<file path="config.mk">
export PLATFORM = sky130hd
export DESIGN_NAME = keypress_led_fade_slots
export DESIGN_NICKNAME = d
export VERILOG_FILES = /design/src/sv/klfs_pkg.sv /design/src/sv/klfs_ram.sv /design/src/sv/klfs_cfg.sv /design/src/sv/klfs_seq.sv /design/src/sv/keypress_led_fade_slots.sv
export SDC_FILE = /design/constraint.sdc
export NUM_CORES = 1
export LEC_CHECK = 0
export ABC_CLOCK_PERIOD_IN_PS = 5000
export BUFFER_PORTS_ARGS = -buffer_cell sky130_fd_sc_hd__buf_4
export CORE_MARGIN = 8
export CORE_UTILIZATION = 61
export CTS_CLUSTER_SIZE = 16
export DETAILED_ROUTE_END_ITERATION = 8
export PLACE_DENSITY = 0.86
export SLEW_MARGIN = 20
export SYNTH_ARGS = -nofsm -noshare
export SYNTH_HDL_FRONTEND = slang
export SYNTH_SLANG_ARGS = --single-unit
</file>
<file path="constraint.sdc">
create_clock -name clk -period 5 [get_ports clk]
set_input_delay 0.75 -clock clk [delete_from_list [all_inputs] [get_ports clk]]
set_output_delay 0.75 -clock clk [all_outputs]
set_load 0.005 [all_outputs]
</file>
<file path="src/sv/klfs_pkg.sv">
// Package for the keypress LED fade slot block.
// Holds shared widths, register codes, payload structs and the sequencer state type.
// Has no dependencies.
package klfs_pkg;

    localparam int SLOT_COUNT_DEF = 10;
    localparam int LED_COUNT_DEF  = 68;
    localparam int STEP_COUNT_DEF = 10;

    localparam int LED_W    = 7;
    localparam int STEP_W   = 4;
    localparam int POS_W    = 8;
    localparam int BRIGHT_W = 7;
    localparam int HUE_W    = 9;
    localparam int SAT_W    = 7;

    localparam int CFG_INDEX_W = 2;
    localparam int CFG_DATA_W  = 9;

    localparam int RECIP_SHIFT = 16;
    localparam int RECIP_W     = RECIP_SHIFT + 1;

    localparam logic FUNC_KEY  = 1'b0;
    localparam logic FUNC_TICK = 1'b1;

    localparam logic [BRIGHT_W-1:0] MAX_BRIGHTNESS_RST   = 7'd100;
    localparam logic [HUE_W-1:0]    PRESS_HUE_RST        = 9'd0;
    localparam logic [SAT_W-1:0]    PRESS_SATURATION_RST = 7'd100;

    typedef enum logic [CFG_INDEX_W-1:0] {
        CFG_MAX_BRIGHTNESS   = 2'd0,
        CFG_PRESS_HUE        = 2'd1,
        CFG_PRESS_SATURATION = 2'd2
    } cfg_index_t;

    typedef struct packed {
        logic [BRIGHT_W-1:0] max_brightness;
        logic [HUE_W-1:0]    press_hue;
        logic [SAT_W-1:0]    press_saturation;
    } cfg_t;

    typedef struct packed {
        logic             func;
        logic [POS_W-1:0] key_position;
        logic             key_pressed;
    } cmd_t;

    typedef struct packed {
        logic [LED_W-1:0]    led_num;
        logic [HUE_W-1:0]    hue;
        logic [SAT_W-1:0]    saturation;
        logic [BRIGHT_W-1:0] brightness;
        logic                last;
    } result_t;

    typedef struct packed {
        logic [LED_W-1:0]  led;
        logic [STEP_W-1:0] step;
    } slot_entry_t;

    typedef enum logic [3:0] {
        ST_IDLE,
        ST_KEY_DIV,
        ST_KEY_MOD,
        ST_KEY_WR,
        ST_TICK_RD,
        ST_TICK_MUL,
        ST_TICK_DIV,
        ST_TICK_OFF,
        ST_TICK_END
    } state_t;

endpackage

</file>
<file path="src/sv/klfs_ram.sv">
// Generic single-port-write, single-port-read RAM with a registered read.
// Used for the slot store; depends on nothing.
module klfs_ram #(
    parameter int WIDTH = 8,
    parameter int DEPTH = 16,
    parameter int ADDR_W = (DEPTH > 1) ? $clog2(DEPTH) : 1
) (
    input  logic              clk,
    input  logic              we,
    input  logic [ADDR_W-1:0] waddr,
    input  logic [WIDTH-1:0]  wdata,
    input  logic              re,
    input  logic [ADDR_W-1:0] raddr,
    output logic [WIDTH-1:0]  rdata
);

    logic [WIDTH-1:0] mem_reg [DEPTH];
    logic [WIDTH-1:0] rdata_reg;

    always_ff @(posedge clk)
    begin
        if (we)
        begin
            mem_reg[waddr] <= wdata;
        end
        if (re)
        begin
            rdata_reg <= mem_reg[raddr];
        end
    end

    assign rdata = rdata_reg;

endmodule

</file>
<file path="src/sv/klfs_cfg.sv">
// Configuration registers of the keypress LED fade slot block.
// Depends on klfs_pkg for the register codes and the cfg_t struct.
module klfs_cfg (
    input  logic                                clk,
    input  logic                                rst_n,
    input  logic                                cfg_we,
    input  logic [klfs_pkg::CFG_INDEX_W-1:0]    cfg_index,
    input  logic [klfs_pkg::CFG_DATA_W-1:0]     cfg_data,
    output klfs_pkg::cfg_t                      cfg
);

    logic [klfs_pkg::BRIGHT_W-1:0] max_brightness_reg;
    logic [klfs_pkg::HUE_W-1:0]    press_hue_reg;
    logic [klfs_pkg::SAT_W-1:0]    press_saturation_reg;

    always_ff @(posedge clk or negedge rst_n)
    begin
        if (!rst_n)
        begin
            max_brightness_reg   <= klfs_pkg::MAX_BRIGHTNESS_RST;
            press_hue_reg        <= klfs_pkg::PRESS_HUE_RST;
            press_saturation_reg <= klfs_pkg::PRESS_SATURATION_RST;
        end
        else if (cfg_we)
        begin
            unique case (cfg_index)
                klfs_pkg::CFG_MAX_BRIGHTNESS:
                begin
                    max_brightness_reg <= cfg_data[klfs_pkg::BRIGHT_W-1:0];
                end
                klfs_pkg::CFG_PRESS_HUE:
                begin
                    press_hue_reg <= cfg_data[klfs_pkg::HUE_W-1:0];
                end
                klfs_pkg::CFG_PRESS_SATURATION:
                begin
                    press_saturation_reg <= cfg_data[klfs_pkg::SAT_W-1:0];
                end
                default:
                begin
                end
            endcase
        end
    end

    assign cfg.max_brightness   = max_brightness_reg;
    assign cfg.press_hue        = press_hue_reg;
    assign cfg.press_saturation = press_saturation_reg;

endmodule

</file>
<file path="src/sv/klfs_seq.sv">
// Sequencer of the keypress LED fade slot block: slot allocation, tick walk,
// read-modify-write of the slot RAM and result ordering. Depends on klfs_pkg.
module klfs_seq #(
    parameter int SLOT_COUNT = klfs_pkg::SLOT_COUNT_DEF,
    parameter int LED_COUNT  = klfs_pkg::LED_COUNT_DEF,
    parameter int STEP_COUNT = klfs_pkg::STEP_COUNT_DEF,
    parameter int SLOT_W     = (SLOT_COUNT > 1) ? $clog2(SLOT_COUNT) : 1
) (
    input  logic                  clk,
    input  logic                  rst_n,
    input  logic                  start,
    input  klfs_pkg::cmd_t        cmd,
    input  klfs_pkg::cfg_t        cfg,
    output logic                  busy,
    output logic                  ram_re,
    output logic [SLOT_W-1:0]     ram_raddr,
    output logic                  ram_we,
    output logic [SLOT_W-1:0]     ram_waddr,
    output klfs_pkg::slot_entry_t ram_wdata,
    input  klfs_pkg::slot_entry_t ram_rdata,
    output logic                  result_valid,
    output klfs_pkg::result_t     result
);

    localparam int LED_CNT_W = $clog2(LED_COUNT + 1);
    localparam int POS_PROD_W = klfs_pkg::POS_W + klfs_pkg::RECIP_W;
    localparam int MOD_W = klfs_pkg::POS_W + LED_CNT_W;
    localparam int FADE_W = klfs_pkg::BRIGHT_W + klfs_pkg::STEP_W;
    localparam int FADE_PROD_W = FADE_W + klfs_pkg::RECIP_W;

    localparam logic [SLOT_W-1:0] LAST_SLOT = SLOT_W'(SLOT_COUNT - 1);
    localparam logic [LED_CNT_W-1:0] LED_CONST = LED_CNT_W'(LED_COUNT);
    localparam logic [klfs_pkg::STEP_W-1:0] STEP_CONST = klfs_pkg::STEP_W'(STEP_COUNT);
    localparam logic [klfs_pkg::RECIP_W-1:0] LED_RECIP =
        klfs_pkg::RECIP_W'(((1 << klfs_pkg::RECIP_SHIFT) + LED_COUNT - 1) / LED_COUNT);
    localparam logic [klfs_pkg::RECIP_W-1:0] STEP_RECIP =
        klfs_pkg::RECIP_W'(((1 << klfs_pkg::RECIP_SHIFT) + STEP_COUNT - 1) / STEP_COUNT);

    klfs_pkg::state_t state_reg;
    klfs_pkg::state_t state_next;

    logic [SLOT_COUNT-1:0]         slot_busy_reg;
    logic [SLOT_W-1:0]             idx_reg;
    logic [klfs_pkg::POS_W-1:0]    pos_reg;
    logic [klfs_pkg::POS_W-1:0]    quot_reg;
    logic [klfs_pkg::LED_W-1:0]    led_reg;
    logic [klfs_pkg::STEP_W-1:0]   step_reg;
    logic [FADE_W-1:0]             prod_reg;
    logic                          pend_valid_reg;
    klfs_pkg::result_t             pend_reg;
    logic                          out_valid_reg;
    klfs_pkg::result_t             out_reg;

    logic                          free_found;
    logic [SLOT_W-1:0]             free_idx;
    logic [POS_PROD_W-1:0]         pos_prod;
    logic [MOD_W-1:0]              mod_full;
    logic [FADE_PROD_W-1:0]        fade_prod;
    logic [klfs_pkg::BRIGHT_W-1:0] fade_bright;
    logic                          last_slot;
    logic                          expire;

    logic                          push;
    klfs_pkg::result_t             push_data;
    logic                          flush;
    logic                          key_emit;
    logic                          set_busy;
    logic                          clr_busy;

    always_comb
    begin
        free_found = 1'b0;
        free_idx   = '0;
        for (int i = SLOT_COUNT - 1; i >= 0; i--)
        begin
            if (!slot_busy_reg[i])
            begin
                free_found = 1'b1;
                free_idx   = SLOT_W'(i);
            end
        end
    end

    assign pos_prod    = POS_PROD_W'(pos_reg) * POS_PROD_W'(LED_RECIP);
    assign mod_full    = MOD_W'(pos_reg) - MOD_W'(quot_reg) * MOD_W'(LED_CONST);
    assign fade_prod   = FADE_PROD_W'(prod_reg) * FADE_PROD_W'(STEP_RECIP);
    assign fade_bright = fade_prod[klfs_pkg::RECIP_SHIFT +: klfs_pkg::BRIGHT_W];
    assign last_slot   = (idx_reg == LAST_SLOT);
    assign expire      = (step_reg == STEP_CONST);

    always_comb
    begin
        state_next = state_reg;
        unique case (state_reg)
            klfs_pkg::ST_IDLE:
            begin
                if (start)
                begin
                    if (cmd.func == klfs_pkg::FUNC_TICK)
                    begin
                        state_next = klfs_pkg::ST_TICK_RD;
                    end
                    else if (cmd.key_pressed && free_found)
                    begin
                        state_next = klfs_pkg::ST_KEY_DIV;
                    end
                end
            end
            klfs_pkg::ST_KEY_DIV:
            begin
                state_next = klfs_pkg::ST_KEY_MOD;
            end
            klfs_pkg::ST_KEY_MOD:
            begin
                state_next = klfs_pkg::ST_KEY_WR;
            end
            klfs_pkg::ST_KEY_WR:
            begin
                state_next = klfs_pkg::ST_IDLE;
            end
            klfs_pkg::ST_TICK_RD:
            begin
                if (slot_busy_reg[idx_reg])
                begin
                    state_next = klfs_pkg::ST_TICK_MUL;
                end
                else if (last_slot)
                begin
                    state_next = klfs_pkg::ST_TICK_END;
                end
            end
            klfs_pkg::ST_TICK_MUL:
            begin
                state_next = klfs_pkg::ST_TICK_DIV;
            end
            klfs_pkg::ST_TICK_DIV:
            begin
                if (expire)
                begin
                    state_next = klfs_pkg::ST_TICK_OFF;
                end
                else if (last_slot)
                begin
                    state_next = klfs_pkg::ST_TICK_END;
                end
                else
                begin
                    state_next = klfs_pkg::ST_TICK_RD;
                end
            end
            klfs_pkg::ST_TICK_OFF:
            begin
                state_next = last_slot ? klfs_pkg::ST_TICK_END : klfs_pkg::ST_TICK_RD;
            end
            klfs_pkg::ST_TICK_END:
            begin
                state_next = klfs_pkg::ST_IDLE;
            end
            default:
            begin
                state_next = klfs_pkg::ST_IDLE;
            end
        endcase
    end

    always_comb
    begin
        ram_re    = 1'b0;
        ram_we    = 1'b0;
        ram_wdata = '{led: led_reg, step: step_reg};
        push      = 1'b0;
        push_data = '{led_num: led_reg, hue: cfg.press_hue,
                      saturation: cfg.press_saturation, brightness: fade_bright,
                      last: 1'b0};
        flush     = 1'b0;
        key_emit  = 1'b0;
        set_busy  = 1'b0;
        clr_busy  = 1'b0;
        unique case (state_reg)
            klfs_pkg::ST_KEY_WR:
            begin
                ram_we         = 1'b1;
                ram_wdata.step = '0;
                set_busy       = 1'b1;
                key_emit       = 1'b1;
            end
            klfs_pkg::ST_TICK_RD:
            begin
                ram_re = slot_busy_reg[idx_reg];
            end
            klfs_pkg::ST_TICK_DIV:
            begin
                push     = 1'b1;
                ram_we   = !expire;
                clr_busy = expire;
            end
            klfs_pkg::ST_TICK_OFF:
            begin
                push                 = 1'b1;
                push_data.hue        = '0;
                push_data.saturation = '0;
                push_data.brightness = '0;
            end
            klfs_pkg::ST_TICK_END:
            begin
                flush = 1'b1;
            end
            default:
            begin
            end
        endcase
    end

    assign ram_raddr = idx_reg;
    assign ram_waddr = idx_reg;

    always_ff @(posedge clk or negedge rst_n)
    begin
        if (!rst_n)
        begin
            state_reg      <= klfs_pkg::ST_IDLE;
            slot_busy_reg  <= '0;
            idx_reg        <= '0;
            pend_valid_reg <= 1'b0;
            out_valid_reg  <= 1'b0;
        end
        else
        begin
            state_reg <= state_next;
            if (set_busy)
            begin
                slot_busy_reg[idx_reg] <= 1'b1;
            end
            if (clr_busy)
            begin
                slot_busy_reg[idx_reg] <= 1'b0;
            end
            if (state_reg == klfs_pkg::ST_IDLE)
            begin
                idx_reg <= (cmd.func == klfs_pkg::FUNC_TICK) ? '0 : free_idx;
            end
            else if (state_next == klfs_pkg::ST_TICK_RD)
            begin
                idx_reg <= idx_reg + 1'b1;
            end
            if (key_emit || (push && pend_valid_reg) || (flush && pend_valid_reg))
            begin
                out_valid_reg <= 1'b1;
            end
            else
            begin
                out_valid_reg <= 1'b0;
            end
            if (push)
            begin
                pend_valid_reg <= 1'b1;
            end
            else if (flush)
            begin
                pend_valid_reg <= 1'b0;
            end
        end
    end

    always_ff @(posedge clk)
    begin
        if (state_reg == klfs_pkg::ST_IDLE)
        begin
            pos_reg <= cmd.key_position;
        end
        if (state_reg == klfs_pkg::ST_KEY_DIV)
        begin
            quot_reg <= pos_prod[klfs_pkg::RECIP_SHIFT +: klfs_pkg::POS_W];
        end
        if (state_reg == klfs_pkg::ST_KEY_MOD)
        begin
            led_reg  <= mod_full[klfs_pkg::LED_W-1:0];
            step_reg <= '0;
        end
        if (state_reg == klfs_pkg::ST_TICK_MUL)
        begin
            led_reg  <= ram_rdata.led;
            step_reg <= ram_rdata.step + 1'b1;
            prod_reg <= FADE_W'(cfg.max_brightness) * FADE_W'(STEP_CONST - ram_rdata.step);
        end
        if (push)
        begin
            pend_reg <= push_data;
        end
        if (key_emit)
        begin
            out_reg <= '{led_num: led_reg, hue: cfg.press_hue,
                         saturation: cfg.press_saturation,
                         brightness: cfg.max_brightness, last: 1'b1};
        end
        else if (push)
        begin
            out_reg <= pend_reg;
        end
        else if (flush)
        begin
            out_reg <= '{led_num: pend_reg.led_num, hue: pend_reg.hue,
                         saturation: pend_reg.saturation,
                         brightness: pend_reg.brightness, last: 1'b1};
        end
    end

    assign busy         = (state_reg != klfs_pkg::ST_IDLE);
    assign result_valid = out_valid_reg;
    assign result       = out_reg;

endmodule

</file>
<file path="src/sv/keypress_led_fade_slots.sv">
// Top level of the keypress LED fade slot block.
// Depends on klfs_pkg, klfs_cfg, klfs_ram and klfs_seq.
//
// A command is taken when start is high and busy is low. A key press takes the lowest
// free fade slot and gives one full-brightness result after the divide, modulo and
// write states; a key release, or a press with every slot taken, gives nothing and
// leaves the block idle at once. A tick walks the slots in order: a free slot passes
// the read state only, a fading slot read, multiply and divide, and a slot that expires
// also an off state that turns it off; an end state finishes. The walk is paced by the
// read-modify-write of each slot through the single slot RAM. Results leave on
// result_valid for exactly one cycle each and cannot be held off, so the receiver must
// take every strobe; the final result of a command carries last. The slot busy flags
// are cleared by reset, so no clearing pass is needed after reset.
module keypress_led_fade_slots #(
    parameter int SLOT_COUNT = klfs_pkg::SLOT_COUNT_DEF,
    parameter int LED_COUNT  = klfs_pkg::LED_COUNT_DEF,
    parameter int STEP_COUNT = klfs_pkg::STEP_COUNT_DEF
) (
    input  logic                             clk,
    input  logic                             rst_n,
    input  logic                             start,
    input  klfs_pkg::cmd_t                   cmd,
    output logic                             busy,
    output logic                             result_valid,
    output klfs_pkg::result_t                result,
    input  logic                             cfg_we,
    input  logic [klfs_pkg::CFG_INDEX_W-1:0] cfg_index,
    input  logic [klfs_pkg::CFG_DATA_W-1:0]  cfg_data
);

    localparam int SLOT_W = (SLOT_COUNT > 1) ? $clog2(SLOT_COUNT) : 1;

    klfs_pkg::cfg_t        cfg;
    logic                  ram_re;
    logic [SLOT_W-1:0]     ram_raddr;
    logic                  ram_we;
    logic [SLOT_W-1:0]     ram_waddr;
    klfs_pkg::slot_entry_t ram_wdata;
    klfs_pkg::slot_entry_t ram_rdata;

    klfs_cfg u_cfg (
        .clk       (clk),
        .rst_n     (rst_n),
        .cfg_we    (cfg_we),
        .cfg_index (cfg_index),
        .cfg_data  (cfg_data),
        .cfg       (cfg)
    );

    klfs_ram #(
        .WIDTH  ($bits(klfs_pkg::slot_entry_t)),
        .DEPTH  (SLOT_COUNT),
        .ADDR_W (SLOT_W)
    ) u_slot_ram (
        .clk   (clk),
        .we    (ram_we),
        .waddr (ram_waddr),
        .wdata (ram_wdata),
        .re    (ram_re),
        .raddr (ram_raddr),
        .rdata (ram_rdata)
    );

    klfs_seq #(
        .SLOT_COUNT (SLOT_COUNT),
        .LED_COUNT  (LED_COUNT),
        .STEP_COUNT (STEP_COUNT),
        .SLOT_W     (SLOT_W)
    ) u_seq (
        .clk          (clk),
        .rst_n        (rst_n),
        .start        (start),
        .cmd          (cmd),
        .cfg          (cfg),
        .busy         (busy),
        .ram_re       (ram_re),
        .ram_raddr    (ram_raddr),
        .ram_we       (ram_we),
        .ram_waddr    (ram_waddr),
        .ram_wdata    (ram_wdata),
        .ram_rdata    (ram_rdata),
        .result_valid (result_valid),
        .result       (result)
    );

`ifndef SYNTH
    // Every result comes from work started while the block was busy.
    a_result_from_work: assert property (@(posedge clk) disable iff (!rst_n)
        result_valid |-> $past(busy))
        else $error("result strobe without preceding work");

    // A key release leaves the block idle.
    a_release_idle: assert property (@(posedge clk) disable iff (!rst_n)
        (start && !busy && cmd.func == klfs_pkg::FUNC_KEY && !cmd.key_pressed) |=> !busy)
        else $error("key release started work");

    // A tick always starts a walk over the slots.
    a_tick_walks: assert property (@(posedge clk) disable iff (!rst_n)
        (start && !busy && cmd.func == klfs_pkg::FUNC_TICK) |=> busy)
        else $error("tick did not start a slot walk");

    // Every LED index leaving the block lies within the LED count.
    a_led_in_range: assert property (@(posedge clk) disable iff (!rst_n)
        result_valid |-> (result.led_num < LED_COUNT))
        else $error("LED index out of range");
`endif

endmodule
</file>
Word level (Yosys, flattened, before mapping)
Memory sizes are Yosys's and may differ from the RTL's. A register that Yosys moved wholly into a read port is not among the register bits.
Cells that the tools add are included.
{"block": "word_totals", "ram_bits": 110, "register_bits": 136, "elab_cells": 123, "output_inout_bits": 33, "mem_count": 1}
{"block": "op_classes", "add_sub_neg": 4, "n_reduce_logical": 18, "n_mux": 56, "n_lt_le_gt_ge": 2, "n_eq_ne": 13, "mul": 4, "bitwise": 3}
{"name": "u_slot_ram.mem_reg", "depth": 10, "word_bits": 11, "read_ports": 1, "rd_ports_with_merged_regs": 1, "write_ports": 1, "line_no": "klfs_ram.sv:17", "source": "logic [WIDTH-1:0] mem_reg [DEPTH];"}
{"cell": "31-bit two-way mux", "n": 3}
{"cell": "4-bit two-way mux", "n": 23}
{"cell": "4-bit one-hot mux with 7 select lines", "n": 1}
{"cell": "11-bit by 12-bit multiplier with 22-bit output (second input constant)", "n": 1}
{"cell": "1-bit two-way mux", "n": 22}
{"cell": "4-bit by 3-bit == test with 1-bit output (second input constant)", "n": 5}
{"cell": "10-bit two-way mux", "n": 2}
{"cell": "8-bit by 8-bit multiplier with 16-bit output (second input constant)", "n": 1}
{"cell": "7-bit two-way mux", "n": 2}
{"cell": "4-bit == test (second input constant)", "n": 3}
{"cell": "7-bit by 11-bit multiplier with 11-bit output", "n": 1}
{"cell": "10-bit AND", "n": 1}
{"cell": "10-bit NOT", "n": 1}
{"cell": "10-bit OR", "n": 1}
{"cell": "4-bit by 1-bit adder with 4-bit output (second input constant)", "n": 2}
{"cell": "4-bit by 2-bit == test with 1-bit output (second input constant)", "n": 2}
{"cell": "7-bit subtractor", "n": 1}
{"cell": "2-bit AND reduction", "n": 3}
{"cell": "2-bit nonzero test", "n": 3}
{"cell": "4-bit by 5-bit less-than comparator with 1-bit output (second input constant)", "n": 1}
{"cell": "2-bit by 5-bit multiplier with 5-bit output (second input constant)", "n": 1}
{"cell": "4-bit by 4-bit subtractor with 5-bit output (first input constant)", "n": 1}
{"cell": "1-bit binary-select mux with 4-bit select", "n": 1}
{"cell": "1-bit demux with 4-bit select", "n": 1}
{"cell": "13 further kinds", "n": 17}

Longest topological paths before layout
{"block": "logic_depth", "depth_word": 18, "depth_mapped": 18, "depth_no_buf": 18}

By module
Synthesis repeated with hierarchy kept, for this count alone.
{"block": "unflattened", "cells_unflattened": 1131, "hier_area_um2": 14417.6}
{"module": "klfs_seq", "area_each_um2": 8777.2, "n_inst": 1, "cells_each": 830, "seq_area_each_um2": 3283.1}
{"module": "klfs_ram", "area_each_um2": 4757.1, "n_inst": 1, "cells_each": 252, "seq_area_each_um2": 3633.5}
{"module": "klfs_cfg", "area_each_um2": 883.3, "n_inst": 1, "cells_each": 49, "seq_area_each_um2": 583.1}

Least setup slack after synthesis
OpenSTA, ideal clock, no wires.
{"block": "synth_path", "path_kind": "flip-flop to flip-flop", "start": "reg u_slot_ram.rdata_reg[1], in the netlist u_slot_ram.rdata[1], read port of u_slot_ram.mem_reg", "end": "reg u_seq.prod_reg[10] (data pin)", "path_slack_ns": 0.489, "period_less_slack_ns": 4.511, "setup_ns": 0.268, "t_required_ns": 4.732, "stages_incl_launch_ff": 17, "arrival_ns": 4.244, "path_cell_list": "edfxtp_1 > ha_1 > o21a_1 > and2_1 > fa_1 > inv_1 > fa_1 > inv_1 > fa_1 > inv_1 > fa_1 > inv_1 > ha_1 > nand2_1 > o21ai_1 > o41ai_1 > xnor2_1"}
{"block": "synth_between", "elab_chain_cells": 2}
{"item": "from (decl)", "line_no": "klfs_ram.sv:18", "source": "logic [WIDTH-1:0] rdata_reg;"}
{"item": "4-bit by 4-bit subtractor with 5-bit output", "line_no": "klfs_seq.sv:284", "source": "prod_reg <= FADE_W'(cfg.max_brightness) * FADE_W'(STEP_CONST - ram_rdata.step);"}
{"item": "7-bit by 11-bit multiplier with 11-bit output", "line_no": "klfs_seq.sv:284"}
{"item": "to (signal assigned)", "line_no": "klfs_seq.sv:284"}
{"item": "to (decl)", "line_no": "klfs_seq.sv:48", "source": "logic [FADE_W-1:0] prod_reg;"}
No other way between the ends.
A chain may end at the register's enable or synchronous reset.

Worst setup path after layout
Same ends and word-level chain as after synthesis.

==> results.sh <==
export IMPL_areaGrowthSynthToFinish_pct=11.7
export IMPL_place_congestion=0.875
export IMPL_crit_fanout=7
export IMPL_ff2ff_setup_slack_ps=220
export IMPL_ys_types=62
export IMPL_relSlewSlack_pct=27.2
export IMPL_period_needed_ps=4780
export IMPL_grt_usage_pct=20.5
export IMPL_period_share_pct=95.6
export IMPL_status="complete, no violations"
export IMPL_synth_edf_count=213
export IMPL_fmax_ghz=0.209
export IMPL_drt_iter0_drc=652
export IMPL_drive_gt1_share_pct=16.6
export IMPL_cp_slowest_cell="fa_1"
export IMPL_die_x_um=170
export IMPL_criticalPathCategory="reg -> reg"
export IMPL_ys_warn_count=0
export IMPL_htree_levels=1
export IMPL_wl_met1_um=11300
export IMPL_final_common_cell="edfxtp_1"
export IMPL_end_kind="flip-flop"
export IMPL_syn_area_per_cell_um2=13.7
export IMPL_wirelength_um=28800
export IMPL_worstPathArrival_ps=5060
export IMPL_rsz0062_at_grt="no"
export IMPL_ys_seq_area_share_pct=51.8
export IMPL_final_area_um2=16200
export IMPL_cts_hold_buf=0
export IMPL_syn_inst=1060
export IMPL_nets=1339
export IMPL_cts_buffer_depth=3
export IMPL_cts_buffers=28
export IMPL_grt_pass1_wl_um=47100
export IMPL_ys_ff_latch=257
export IMPL_grt_pass1_vias=9109
export IMPL_ioPinCount=58
export IMPL_clock_latency_ps=550
export IMPL_clk_pin_slew_ps=70
export IMPL_grt_antenna_before_repair=0
export IMPL_grt_max_degree=46
export IMPL_portBuffers=57
export IMPL_post_dp_hpwl_um=19900
export IMPL_synthFlopType="edfxtp_1"
export IMPL_layout_common_cells="213 x edfxtp_1, 128 x inv_1, 120 x ha_1, 71 x fa_1, 64 x buf_4"
export IMPL_die_area_um2=28900
export IMPL_placed_cell_area_um2=15200
export IMPL_hold_path_class="in -> async"
export IMPL_vias=8538
export IMPL_synth_area_um2=14500
export IMPL_setup_tns_ps=0
export IMPL_cts_tree="built"
export IMPL_antenna_cells=0
export IMPL_slew_viol_final=0
export IMPL_setup_viol=0
export IMPL_fin_skew_ps=21.0
export IMPL_drc=0
export IMPL_met3WireLength_um=1600
export IMPL_largest_register_ffs=110
export IMPL_die_h_um=170
export IMPL_highest_layer="met4"
export IMPL_clock_root_buffer="clkbuf_16"
export IMPL_tightest_slew_ps=1090
export IMPL_hold_viol_final=0
export IMPL_cpPeakStageDelay_ps=580
export IMPL_route_met2_wl_um=14800
export IMPL_synth_async_reset_ratio_pct=16.7
export IMPL_ant_nets=0
export IMPL_syn_nets=1276
export IMPL_r2r_start="u_slot_ram.rdata[1]"
export IMPL_cts_sinks=257
export IMPL_avgRoutedWirePerCell_um=19.7
export IMPL_core_um2=23400
export IMPL_drt_pass1_iterations=5
export IMPL_drv_cap=0
export IMPL_required_ps=5280
export IMPL_start_util_pct=61.9
export IMPL_reg2reg_to="u_seq.prod_reg[10]"
export IMPL_via_per_inst=5.84
export IMPL_path_cells="ha_1, o21a_1, and2_1, fa_1, inv_1, fa_1, inv_1, fa_1, inv_1, fa_1, inv_1, ha_1, nand2_1, o21ai_1, o41ai_2, xnor2_1"
export IMPL_r2r_cells=16
export IMPL_rows=56
export IMPL_grt_ovfl_total=0
export IMPL_startpoint_type="flip-flop"
-- worst max-delay path by stage --
| stage | cells after the start | end | slack [ps] | start |
|---|---|---|---|---|
| floorplan | 16 | u_seq.prod_reg[10] | 490 | u_slot_ram.rdata[1] |
| global placement | 16 | u_seq.prod_reg[10] | 320 | u_slot_ram.rdata[1] |
| detailed placement | 14 | u_seq.pend_reg[5] | 170 | u_seq.prod_reg[5] |
| finish | 16 | u_seq.prod_reg[10] | 220 | u_slot_ram.rdata[1] |
| CTS | 17 | u_seq.prod_reg[10] | 90 | u_slot_ram.rdata[0] |
| global route | 17 | u_seq.prod_reg[10] | 20 | u_slot_ram.rdata[1] |
-- synth_stat cells (all sizes together), types with 2 or more instances --
master / count / share of area [%]
mux2: 55 / 4.3
or3: 2 / 0.086
nor3: 8 / 0.28
o21a: 6 / 0.36
xnor2: 29 / 1.8
and3: 3 / 0.13
inv: 131 / 3.4
mux2i: 13 / 0.90
buf: 14 / 0.54
and3b: 2 / 0.12
o41ai: 2 / 0.12
a31oi: 18 / 0.78
a21boi: 2 / 0.10
a211oi: 20 / 1.0
dfstp: 6 / 1.1
nor2: 38 / 1.0
edfxtp: 213 / 44
o211ai: 4 / 0.24
o31ai: 2 / 0.10
a21oi: 40 / 1.4
nor2b: 46 / 2.0
nor3b: 2 / 0.10
mux4: 24 / 3.8
fa: 71 / 9.8
o21ai: 19 / 0.68
ha: 120 / 10
xor2: 5 / 0.30
dfrtp: 37 / 6.4
a21o: 4 / 0.21
nand4: 4 / 0.17
nand3b: 5 / 0.26
clkbuf: 17 / 0.44
o21bai: 2 / 0.10
nand2b: 7 / 0.30
nand3: 7 / 0.24
nand2: 51 / 1.3
o2111ai: 2 / 0.12
and2: 17 / 0.73
-- critical path: cells and delay by family (launching register included) --
| kind | cells | cell delay, ps |
|---|---|---|
| adders and majority gates | 6 | 2760 |
| AOI/OAI and AO/OA | 3 | 610 |
| DFF | 1 | 440 |
| and+or+nand+nor | 2 | 300 |
| buffers and inverters | 4 | 300 |
| xor gates and xnor gates | 1 | 120 |
-- kinds of logic (layout without fill, tap and decap cells) --
family / after synthesis / count (layout) / synth area share (%)
buffers and inverters: 162 / 245 / 4.38
XOR/XNOR: 34 / 34 / 2.06
AND/OR/NAND/NOR: 195 / 195 / 6.94
adder cells (fa/ha/maj): 191 / 191 / 20.2
flip-flops: 257 / 257 / 51.8
AO/OA/AOI/OAI: 129 / 129 / 5.74
multiplexers: 92 / 92 / 8.95
-- per-layer routing --
layer	vias to the layer above	GRT usage (%)
met5	-	0
li1	3904	-
met2	303	36.1
met1	4260	25.3
met3	71	3.15
met4	0	7.74
-- final cells by class --
type                    count  area [um2]
clock buffers              33         739
clock inverters            17         175
fillers                  1594        7210
inverters                 131         492
multi-input cells         641        6400
flip-flops and latches    257        7500
well taps                 319         399
repair buffers             64         480
-- through the flow --
stage	hold slack (ps)	utilization, %	setup slack (ps)	instances
CTS	207	69.0	85.3	1462
detailed placement	500	65.1	173	1412
global route	226	69.2	15.5	1462
floorplan	454	-	489	1060
finish	188	69.2	221	1462
global placement	494	65.1	318	1412
-- repair_timing --
action                                  4_1_cts  5_1_grt
setup buffers                                 0        0
endpoints found under the hold margin         0        0
endpoints found under the setup margin        0        2
resized for setup                             0        3
Power is not shown: default switching activity piles up to over one toggle a cycle in this logic, so the estimate is an artifact.
